File: config.mk
export PLATFORM = sky130hd
export DESIGN_NAME = line_rasterizer
export DESIGN_NICKNAME = d
export VERILOG_FILES = /design/src/design/lr_pkg.sv /design/src/design/lr_ctrl.sv /design/src/design/lr_datapath.sv /design/src/design/line_rasterizer.sv
export SDC_FILE = /design/constraint.sdc
export NUM_CORES = 1
export LEC_CHECK = 0
export BUFFER_PORTS_ARGS = -buffer_cell sky130_fd_sc_hd__buf_2
export CAP_MARGIN = 5
export CORE_ASPECT_RATIO = 0.8
export CORE_MARGIN = 5
export CORE_UTILIZATION = 46
export CTS_CLUSTER_SIZE = 20
export DETAILED_ROUTE_END_ITERATION = 12
export PLACE_DENSITY = 0.7
export RECOVER_POWER = 100
export SLEW_MARGIN = 10
export SYNTH_ARGS = -nofsm -noshare
export SYNTH_HDL_FRONTEND = slang
export SYNTH_SLANG_ARGS = --single-unit
File: constraint.sdc
create_clock -name i_clk -period 6 [get_ports i_clk]
set_input_delay 0 -clock i_clk [delete_from_list [all_inputs] [get_ports i_clk]]
set_output_delay 0 -clock i_clk [all_outputs]
set_load 0.02 [all_outputs]
File: src/design/lr_pkg.sv
package lr_pkg;

    localparam int COORD_W = 6;
    localparam int COLOR_W = 24;
    localparam int ERR_W   = 10;

    typedef logic [COORD_W-1:0]      t_coord;
    typedef logic [COLOR_W-1:0]      t_color;
    typedef logic signed [ERR_W-1:0] t_err;

    typedef enum logic [1:0] {
        ST_IDLE,
        ST_SETUP,
        ST_WALK
    } t_state;

    // Commands from the controller to the datapath.
    typedef struct packed {
        logic load;
        logic setup;
        logic step;
    } t_cmd;

    // Status from the datapath to the controller.
    typedef struct packed {
        logic at_end;
    } t_status;

endpackage

File: src/design/lr_ctrl.sv
module lr_ctrl
    import lr_pkg::*;
(
    input  logic    i_clk,
    input  logic    i_rst_n,
    input  logic    i_in_valid,
    output logic    o_in_ready,
    output logic    o_out_valid,
    input  logic    i_out_ready,
    input  t_status i_status,
    output t_cmd    o_cmd
);

    t_state r_state;
    t_state n_state;

    always_ff @(posedge i_clk) begin
        if (!i_rst_n) begin
            r_state <= ST_IDLE;
        end else begin
            r_state <= n_state;
        end
    end

    always_comb begin
        n_state     = r_state;
        o_in_ready  = 1'b0;
        o_out_valid = 1'b0;
        o_cmd       = '0;
        unique case (r_state)
            ST_IDLE: begin
                o_in_ready = 1'b1;
                if (i_in_valid) begin
                    o_cmd.load = 1'b1;
                    n_state    = ST_SETUP;
                end
            end
            ST_SETUP: begin
                o_cmd.setup = 1'b1;
                n_state     = ST_WALK;
            end
            ST_WALK: begin
                o_out_valid = 1'b1;
                if (i_out_ready) begin
                    if (i_status.at_end) begin
                        n_state = ST_IDLE;
                    end else begin
                        o_cmd.step = 1'b1;
                    end
                end
            end
            default: begin
                n_state = ST_IDLE;
            end
        endcase
    end

endmodule

File: src/design/lr_datapath.sv
module lr_datapath
    import lr_pkg::*;
#(
    parameter int GRID_SIZE = 64
) (
    input  logic    i_clk,
    input  t_cmd    i_cmd,
    input  t_coord  i_start_x,
    input  t_coord  i_start_y,
    input  t_coord  i_end_x,
    input  t_coord  i_end_y,
    input  t_color  i_color,
    output t_status o_status,
    output t_coord  o_pixel_x,
    output t_coord  o_pixel_y,
    output t_color  o_pixel_color,
    output logic    o_last_pixel
);

    localparam int     LIMIT = (GRID_SIZE > (1 << COORD_W)) ? ((1 << COORD_W) - 1)
                                                              : (GRID_SIZE - 1);
    localparam t_coord CLAMP = t_coord'(LIMIT);

    function automatic t_coord clamp_coord(input t_coord v);
        return (v > CLAMP) ? CLAMP : v;
    endfunction

    function automatic t_err to_err(input t_coord v);
        return t_err'({{(ERR_W-COORD_W){1'b0}}, v});
    endfunction

    // Captured segment.
    t_coord r_sx, r_sy, r_ex, r_ey;
    t_color r_color;

    // Walk state.
    t_coord r_major, r_minor, r_stop;
    t_coord r_dmaj, r_dmin;
    t_err   r_err;
    logic   r_down, r_steep;

    t_coord n_major, n_minor, n_stop, n_dmaj, n_dmin;
    t_err   n_err;
    logic   n_down, n_steep;

    t_coord adx, ady, a0, a1, b0, b1;
    logic [COORD_W:0] dmin_raw;
    logic [COORD_W:0] dmin_abs;

    // Segment setup: pick the major axis and order the endpoints upward along it.
    always_comb begin
        adx     = (r_ex > r_sx) ? (r_ex - r_sx) : (r_sx - r_ex);
        ady     = (r_ey > r_sy) ? (r_ey - r_sy) : (r_sy - r_ey);
        n_steep = !(ady < adx);
        if (n_steep) begin
            if (r_sy > r_ey) begin
                a0 = r_ey; a1 = r_sy; b0 = r_ex; b1 = r_sx;
            end else begin
                a0 = r_sy; a1 = r_ey; b0 = r_sx; b1 = r_ex;
            end
        end else begin
            if (r_sx > r_ex) begin
                a0 = r_ex; a1 = r_sx; b0 = r_ey; b1 = r_sy;
            end else begin
                a0 = r_sx; a1 = r_ex; b0 = r_sy; b1 = r_ey;
            end
        end
        dmin_raw = {1'b0, b1} - {1'b0, b0};
        n_down   = dmin_raw[COORD_W];
        dmin_abs = n_down ? (~dmin_raw + 1'b1) : dmin_raw;
    end

    always_comb begin
        n_major = r_major;
        n_minor = r_minor;
        n_stop  = r_stop;
        n_dmaj  = r_dmaj;
        n_dmin  = r_dmin;
        n_err   = r_err;
        if (i_cmd.setup) begin
            n_major = a0;
            n_minor = b0;
            n_stop  = a1;
            n_dmaj  = a1 - a0;
            n_dmin  = dmin_abs[COORD_W-1:0];
            n_err   = (to_err(dmin_abs[COORD_W-1:0]) <<< 1) - to_err(a1 - a0);
        end else if (i_cmd.step) begin
            n_major = r_major + t_coord'(1);
            if (r_err > t_err'(0)) begin
                n_minor = r_down ? (r_minor - t_coord'(1)) : (r_minor + t_coord'(1));
                n_err   = r_err + ((to_err(r_dmin) - to_err(r_dmaj)) <<< 1);
            end else begin
                n_err   = r_err + (to_err(r_dmin) <<< 1);
            end
        end
    end

    always_ff @(posedge i_clk) begin
        if (i_cmd.load) begin
            r_sx    <= clamp_coord(i_start_x);
            r_sy    <= clamp_coord(i_start_y);
            r_ex    <= clamp_coord(i_end_x);
            r_ey    <= clamp_coord(i_end_y);
            r_color <= i_color;
        end
        if (i_cmd.setup) begin
            r_down  <= n_down;
            r_steep <= n_steep;
        end
        r_major <= n_major;
        r_minor <= n_minor;
        r_stop  <= n_stop;
        r_dmaj  <= n_dmaj;
        r_dmin  <= n_dmin;
        r_err   <= n_err;
    end

    assign o_status.at_end = (r_major == r_stop);
    assign o_pixel_x       = r_steep ? r_minor : r_major;
    assign o_pixel_y       = r_steep ? r_major : r_minor;
    assign o_pixel_color   = r_color;
    assign o_last_pixel    = (r_major == r_stop);

endmodule

File: src/design/line_rasterizer.sv
// Channel | Direction | Handshake                 | Payload
// --------+-----------+---------------------------+-------------------------------------------
// in      | input     | i_in_valid / o_in_ready   | i_start_x, i_start_y, i_end_x, i_end_y, i_color
// out     | output    | o_out_valid / i_out_ready | o_pixel_x, o_pixel_y, o_pixel_color, o_last_pixel
//
// A segment is accepted by one transfer, set up, and then walked by the single
// Bresenham stepping unit, one pixel per cycle along the major axis unless the
// output stalls; a segment whose major span is N yields N + 1 pixels.
// One segment is handled at a time.
// Reset (i_rst_n, synchronous, active low) returns the controller to idle.
// A stall on the output holds the current pixel and freezes the walk.
module line_rasterizer
    import lr_pkg::*;
#(
    parameter int GRID_SIZE = 64
) (
    input  logic   i_clk,
    input  logic   i_rst_n,
    input  logic   i_in_valid,
    output logic   o_in_ready,
    input  t_coord i_start_x,
    input  t_coord i_start_y,
    input  t_coord i_end_x,
    input  t_coord i_end_y,
    input  t_color i_color,
    output logic   o_out_valid,
    input  logic   i_out_ready,
    output t_coord o_pixel_x,
    output t_coord o_pixel_y,
    output t_color o_pixel_color,
    output logic   o_last_pixel
);

    // Commands and status between the sequencer and the stepping datapath.
    t_cmd    cmd;
    t_status status;

    // The controller accepts a segment only when idle, passes through a setup state,
    // and then presents one pixel per cycle, advancing on each output transfer.
    lr_ctrl u_ctrl (
        .i_clk       (i_clk),
        .i_rst_n     (i_rst_n),
        .i_in_valid  (i_in_valid),
        .o_in_ready  (o_in_ready),
        .o_out_valid (o_out_valid),
        .i_out_ready (i_out_ready),
        .i_status    (status),
        .o_cmd       (cmd)
    );

    // The datapath holds the segment, the major and minor positions and the error
    // term; the pixel on the output comes straight from those registers.
    lr_datapath #(
        .GRID_SIZE (GRID_SIZE)
    ) u_datapath (
        .i_clk         (i_clk),
        .i_cmd         (cmd),
        .i_start_x     (i_start_x),
        .i_start_y     (i_start_y),
        .i_end_x       (i_end_x),
        .i_end_y       (i_end_y),
        .i_color       (i_color),
        .o_status      (status),
        .o_pixel_x     (o_pixel_x),
        .o_pixel_y     (o_pixel_y),
        .o_pixel_color (o_pixel_color),
        .o_last_pixel  (o_last_pixel)
    );

endmodule
Word-level counts from Yosys, hierarchy flattened
Cells that the tools add are included.
{"block": "word_totals", "regBits": 92, "input_bits": 52, "output_inout_bits": 39, "wordCells": 89}
{"block": "op_classes", "add_sub_neg": 14, "magnitude_cmp": 10, "eq_ne": 6, "mux": 38, "bitwise": 1, "n_reduce_logical": 6}
{"operator": "6-bit two-way mux", "count": 23}
{"operator": "10-bit two-way mux", "count": 3}
{"operator": "6-bit subtractor", "count": 5}
{"operator": "6-bit greater-than comparator", "count": 4}
{"operator": "6-bit greater-than comparator, second input constant", "count": 4}
{"operator": "6-bit by 1-bit adder with 6-bit output, second input constant", "count": 3}
{"operator": "6-bit by 6-bit subtractor with 7-bit output", "count": 2}
{"operator": "10-bit adder", "count": 1}
{"operator": "10-bit by 8-bit adder with 10-bit output", "count": 1}
{"operator": "10-bit by 1-bit greater-than comparator with 1-bit output, second input constant", "count": 1}
{"operator": "1-bit two-way mux", "count": 8}
{"operator": "7-bit by 6-bit subtractor with 8-bit output", "count": 1}
{"operator": "6-bit == test", "count": 1}
{"operator": "6-bit < comparator", "count": 1}
{"operator": "2-bit two-way mux", "count": 3}
{"operator": "2-bit inequality test, second input constant", "count": 3}
{"operator": "6-bit NOT", "count": 1}
{"operator": "2-bit one-hot mux with 3 select lines", "count": 1}
{"operator": "6-bit by 1-bit subtractor with 6-bit output, second input constant", "count": 1}
{"operator": "2-bit nonzero test", "count": 2}
{"operator": "3-bit AND reduction", "count": 1}
{"operator": "2-bit by 1-bit == test with 1-bit output, second input constant", "count": 1}
{"operator": "2-bit == test, second input constant", "count": 1}
{"operator": "2-bit logical NOT", "count": 1}
{"operator": "2 further kinds", "count": 2}

Longest topological paths before layout
{"block": "depth", "depth_word": 10, "mapped_depth": 32, "depth_no_buf": 30}

Modules after synthesis
A second synthesis with hierarchy kept.
{"block": "unflattened", "hier_cells": 626, "hier_area_um2": 6819.0}
{"module": "lr_datapath", "instances": 1, "cells_each": 615, "area_per_inst_um2": 6715.2, "seq_area_each_um2": 2702.6}
{"module": "lr_ctrl", "instances": 1, "cells_each": 11, "area_per_inst_um2": 103.8, "seq_area_each_um2": 40.0}

Least setup slack after synthesis
OpenSTA, ideal clock, no wires.
{"block": "synth_path", "path_kind": "reg-to-reg", "startpoint": "register u_datapath.r_ex[0]", "endpoint": "register u_datapath.r_err[6], data pin", "setup_time_ps": 260, "t_arrival_ps": 6163, "required_time_ps": 5740, "setup_slack_ps": -423, "path_stages_with_launch": 31, "n_path_buf": 1, "period_less_slack_ps": 6423, "path_cell_list": "edfxtp_1 -> inv_1 -> ha_1 -> inv_1 -> fa_1 -> a211oi_1 -> o21ai_1 -> o211ai_2 -> mux2_2 -> or4b_1 -> nand3_1 -> ha_1 -> a21oi_1 -> o31a_1 -> inv_1 -> buf_2 -> mux2i_1 -> ha_1 -> fa_1 -> nand2b_1 -> a21oi_1 -> a31o_2 -> nor2_1 -> a21oi_1 -> ha_1 -> nor2b_1 -> nor3_1 -> o21bai_1 -> a21oi_1 -> xor3_1 -> mux2_2"}
{"block": "synth_via", "elab_chain_cells": 10, "elab_cells_between_ends": 23, "classes_between": "add/sub: 6; order compare: 3; mux: 13; bitwise: 1"}
{"item": "from (decl)", "line": "lr_datapath.sv:33", "rtl": "t_coord r_sx, r_sy, r_ex, r_ey;"}
{"item": "from (signal assigned)", "line": "lr_datapath.sv:102", "rtl": "r_ex <= clamp_coord(i_end_x);"}
{"item": "6-bit subtractor / 6-bit greater-than comparator (equally long branches)", "line": "lr_datapath.sv:52", "rtl": "adx = (r_ex > r_sx) ? (r_ex - r_sx) : (r_sx - r_ex);"}
{"item": "6-bit two-way mux", "line": "lr_datapath.sv:52"}
{"item": "6-bit < comparator", "line": "lr_datapath.sv:54", "rtl": "n_steep = !(ady < adx);"}
{"item": "6-bit two-way mux", "line": "lr_datapath.sv:55", "rtl": "if (n_steep) begin"}
{"item": "6-bit by 6-bit subtractor with 7-bit output *", "line": "lr_datapath.sv:68", "rtl": "dmin_raw = {1'b0, b1} - {1'b0, b0};"}
{"item": "6-bit NOT", "line": "lr_datapath.sv:70", "rtl": "dmin_abs = n_down ? (~dmin_raw + 1'b1) : dmin_raw;"}
{"item": "6-bit by 1-bit adder with 6-bit output", "line": "lr_datapath.sv:70"}
{"item": "6-bit two-way mux *", "line": "lr_datapath.sv:70"}
{"item": "via u_datapath.dmin_abs[1]", "line": "lr_datapath.sv:48", "rtl": "logic [COORD_W:0] dmin_abs;"}
{"item": "7-bit by 6-bit subtractor with 8-bit output *", "line": "lr_datapath.sv:86", "rtl": "n_err = (to_err(dmin_abs[COORD_W-1:0]) <<< 1) - to_err(a1 - a0);"}
{"item": "10-bit two-way mux *", "line": "lr_datapath.sv:80", "rtl": "if (i_cmd.setup) begin"}
{"item": "via u_datapath.n_err[6]", "line": "lr_datapath.sv:43", "rtl": "t_err n_err;"}
{"item": "to (signal assigned)", "line": "lr_datapath.sv:115", "rtl": "r_err <= n_err;"}
{"item": "to (decl)", "line": "lr_datapath.sv:39", "rtl": "t_err r_err;"}
Mark *: on every way through the listed nets, which the timed path passes. The rest lies on a longest branch.
A chain may end at the register's enable or synchronous reset.

Final worst setup path
Same ends and word-level chain as after synthesis.

==> flow_metrics.py <==
metrics = {
    "run_status": {
        "status": "finished with violations",
        "violations": "max-capacitance violations, max-slew violations, negative setup slack",
    },
    "setup_path": {
        "crit_family": "compound AO/OA/AOI/OAI gates",
        "cp.arrival_ns": 6.36,
        "crit_fanout": 5,
        "crit_required_ns": 6.11,
        "rr_startpoint": "u_datapath.r_ex[0]",
        "start_kind": "flip-flop",
        "crit_buf_inv": 7,
        "path_class": "flip-flop to flip-flop",
        "rrSetupSlack_ns": -0.26,
        "crit_slowest_cell": "edfxtp_1",
        "crit_path_end_kind": "flip-flop",
        "rr_worst_depth": 32,
        "path_common_cell": "buf_6",
        "slowest_delay_ns": 0.41,
        "reg2reg_to": "u_datapath.r_err[6]",
    },
    "global_route": {
        "grt_max_degree": 49,
        "antenna_found_initial": 0,
        "grt_pass1_wl_mm": 31.4,
        "grt_util_all_layers": 0.220,
        "overflow": 0,
        "grt_pass1_vias": 6337,
    },
    "routing": {
        "detail_route.wirelength_mm": 20.0,
        "wire_per_inst_um": 17.7,
        "viasPerCell": 5.52,
        "first_pass_iters": 5,
        "first_iter_violations": 407,
        "num_vias": 6237,
        "remaining_drc_errors": 0,
        "ant_nets": 0,
    },
    "sta": {
        "hold_ws_ns": 0.354,
        "slew_viol_final": 49,
        "period_share": 1.04,
        "final-hold-violation-count": 0,
        "setup_slack_ns": -0.256,
        "setup_violations": 5,
        "skew_ns": 0.0112,
        "rsz0062_at_grt": "true",
        "period_minus_slack_ns": 6.26,
        "maxSlewHeadroom": -0.816,
        "fmax_mhz": 160,
        "max_slew.worst_pin.slew_ns": 2.72,
    },
    "cells_and_area": {
        "n_antenna_cell": 0,
        "final_common_cell": "buf_4",
        "nNetsFinal": 1063,
        "layout-drive-gt1-share": 0.312,
        "largest_reg_flops": 24,
        "layout_common_cells": "buf_4, edfxtp_1, ha_1, inv_1, a21oi_1",
        "area_delta_synth_final_pct": 38.1,
    },
    "place": {
        "portBuffers": 90,
        "place_ws_ns": -0.464,
        "dpl.hpwl_mm": 14.3,
        "place.gp.congestion": 0.945,
    },
    "synth": {
        "ys_ff_latch": 92,
        "ys_seq_area_frac": 0.393,
        "synth_cell_types": 62,
        "synth_async_sr_flop_share": 0,
        "synthFlopType": "edfxtp_1",
        "syn-num-nets": 829,
        "synthCells": 701,
        "synth_edf_count": 90,
        "synth_warnings": 0,
        "syn_area_um2": 6980,
        "syn_avg_cell_area_um2": 9.96,
    },
    "die": {
        "start_util": 0.466,
        "core_um2": 15000,
        "die_area_um2": 17800,
        "die_h_um": 120,
        "io_pins": 91,
        "std_cell_rows": 40,
        "die_w_um": 148,
    },
    "clock_network": {
        "clock-sinks": 92,
        "htreeDepth": 3,
        "cts_root_buffer": "clkbuf_16",
        "clk_latency_ns": 0.35,
        "cts.clk_slew.worst_paths_ns": 0.07,
        "cts_tree": "done",
        "clk_path_buf_depth": 2,
        "cts_made_buffers": 9,
    },
    "min_path": {
        "hold_path_depth": 2,
        "hold_start": "i_end_y[3]",
        "hp-class": "primary input to flip-flop",
        "min_to": "u_datapath.r_ey[3]",
    },
    "run": {
        "drv_cap": 1,
    },
}
-- layout make-up --
cell class,count,area [um2]
clock buffer,10,229
clock inverter,6,40.0
fill,1137,5330
inverter,63,241
multi-input combinational,499,4220
sequential,92,2740
tap,189,236
timing repair buffer,270,1930
-- routing by layer --
| layer | vias up | GRT usage | part of all wire |
|---|---|---|---|
| met2 | 261 | 0.366 | 0.47 |
| met1 | 2964 | 0.294 | 0.44 |
| met4 | 0 | 0.0506 | 0.017 |
| met5 | - | 0 | 0 |
| li1 | 2983 | - | - |
| met3 | 29 | 0.0525 | 0.077 |
-- how the worst max path moves through the flow --
stage	end	slack [ns]	cells past startpoint	from
5_1_grt	u_datapath.r_err[6]	-0.53	28	u_datapath.r_ey[0]
3_5_place_dp	u_datapath.r_err[6]	-0.46	27	u_datapath.r_ex[0]
2_1_floorplan	u_datapath.r_err[6]	-0.17	30	u_datapath.r_ex[0]
6_report	u_datapath.r_err[6]	-0.26	32	u_datapath.r_ex[0]
3_3_place_gp	u_datapath.r_err[6]	-0.28	27	u_datapath.r_ex[0]
4_1_cts	u_datapath.r_err[6]	-0.19	27	u_datapath.r_ey[0]
-- worst reg2reg max path: cells and delay by family (launching register included) --
family,cells,cell delay (ns)
AO/OA/AOI/OAI,10,1.68
flip-flops,1,0.41
AND/OR/NAND/NOR,5,0.61
XOR/XNOR,2,0.48
adder cells (fa/ha/maj),5,1.42
buffers and inverters,7,0.78
multiplexers,3,0.64
-- cells in the mapped netlist (all sizes together), types with 4 or more instances --
library cell | n | area, um2
edfxtp | 90 | 2700
ha | 66 | 826
a21oi | 63 | 315
inv | 63 | 236
o21ai | 51 | 255
nor2 | 45 | 169
nand2 | 39 | 146
clkbuf | 33 | 125
xnor2 | 29 | 254
mux2i | 28 | 280
mux2 | 23 | 263
nand3 | 16 | 90.1
a21o | 14 | 106
buf | 14 | 65.1
xor2 | 14 | 123
fa | 10 | 200
nor3 | 10 | 50.1
o21a | 8 | 60.1
nor2b | 7 | 43.8
a211oi | 6 | 45.0
a31oi | 5 | 31.3
a2111oi | 4 | 35.0
and3 | 4 | 26.3
nand2b | 4 | 25.0
-- logic make-up (layout without fill, tap and decap cells) --
group,after synthesis,after routing,synth area share
compound gates,183,183,0.163
xor+xnor,44,44,0.0574
fa+ha+maj,76,76,0.147
buf+inv,110,349,0.0611
flops,92,92,0.393
mux,51,51,0.0778
simple gates,145,145,0.101
-- timing repair --
item                       CTS  global route
gates resized for setup     40            46
buffers inserted             8            10
hold buffers                51             0
pin swaps                    9            15
hold endpoints to repair    50             0
setup endpoints to repair    6             8
-- through the flow --
stage,util,cell area (um2),std cells,setup TNS (ns)
after global placement,0.562,8410,1046,-0.644
final,0.644,9640,1129,-1.15
after CTS,0.629,9420,1121,-0.378
after detailed placement,0.562,8410,1046,-1.46
after floorplan,-,7050,701,-0.171
after global routing,0.644,9640,1129,-2.78
Power is not shown: default switching activity piles up to over one toggle a cycle in this logic, so the estimate is an artifact.
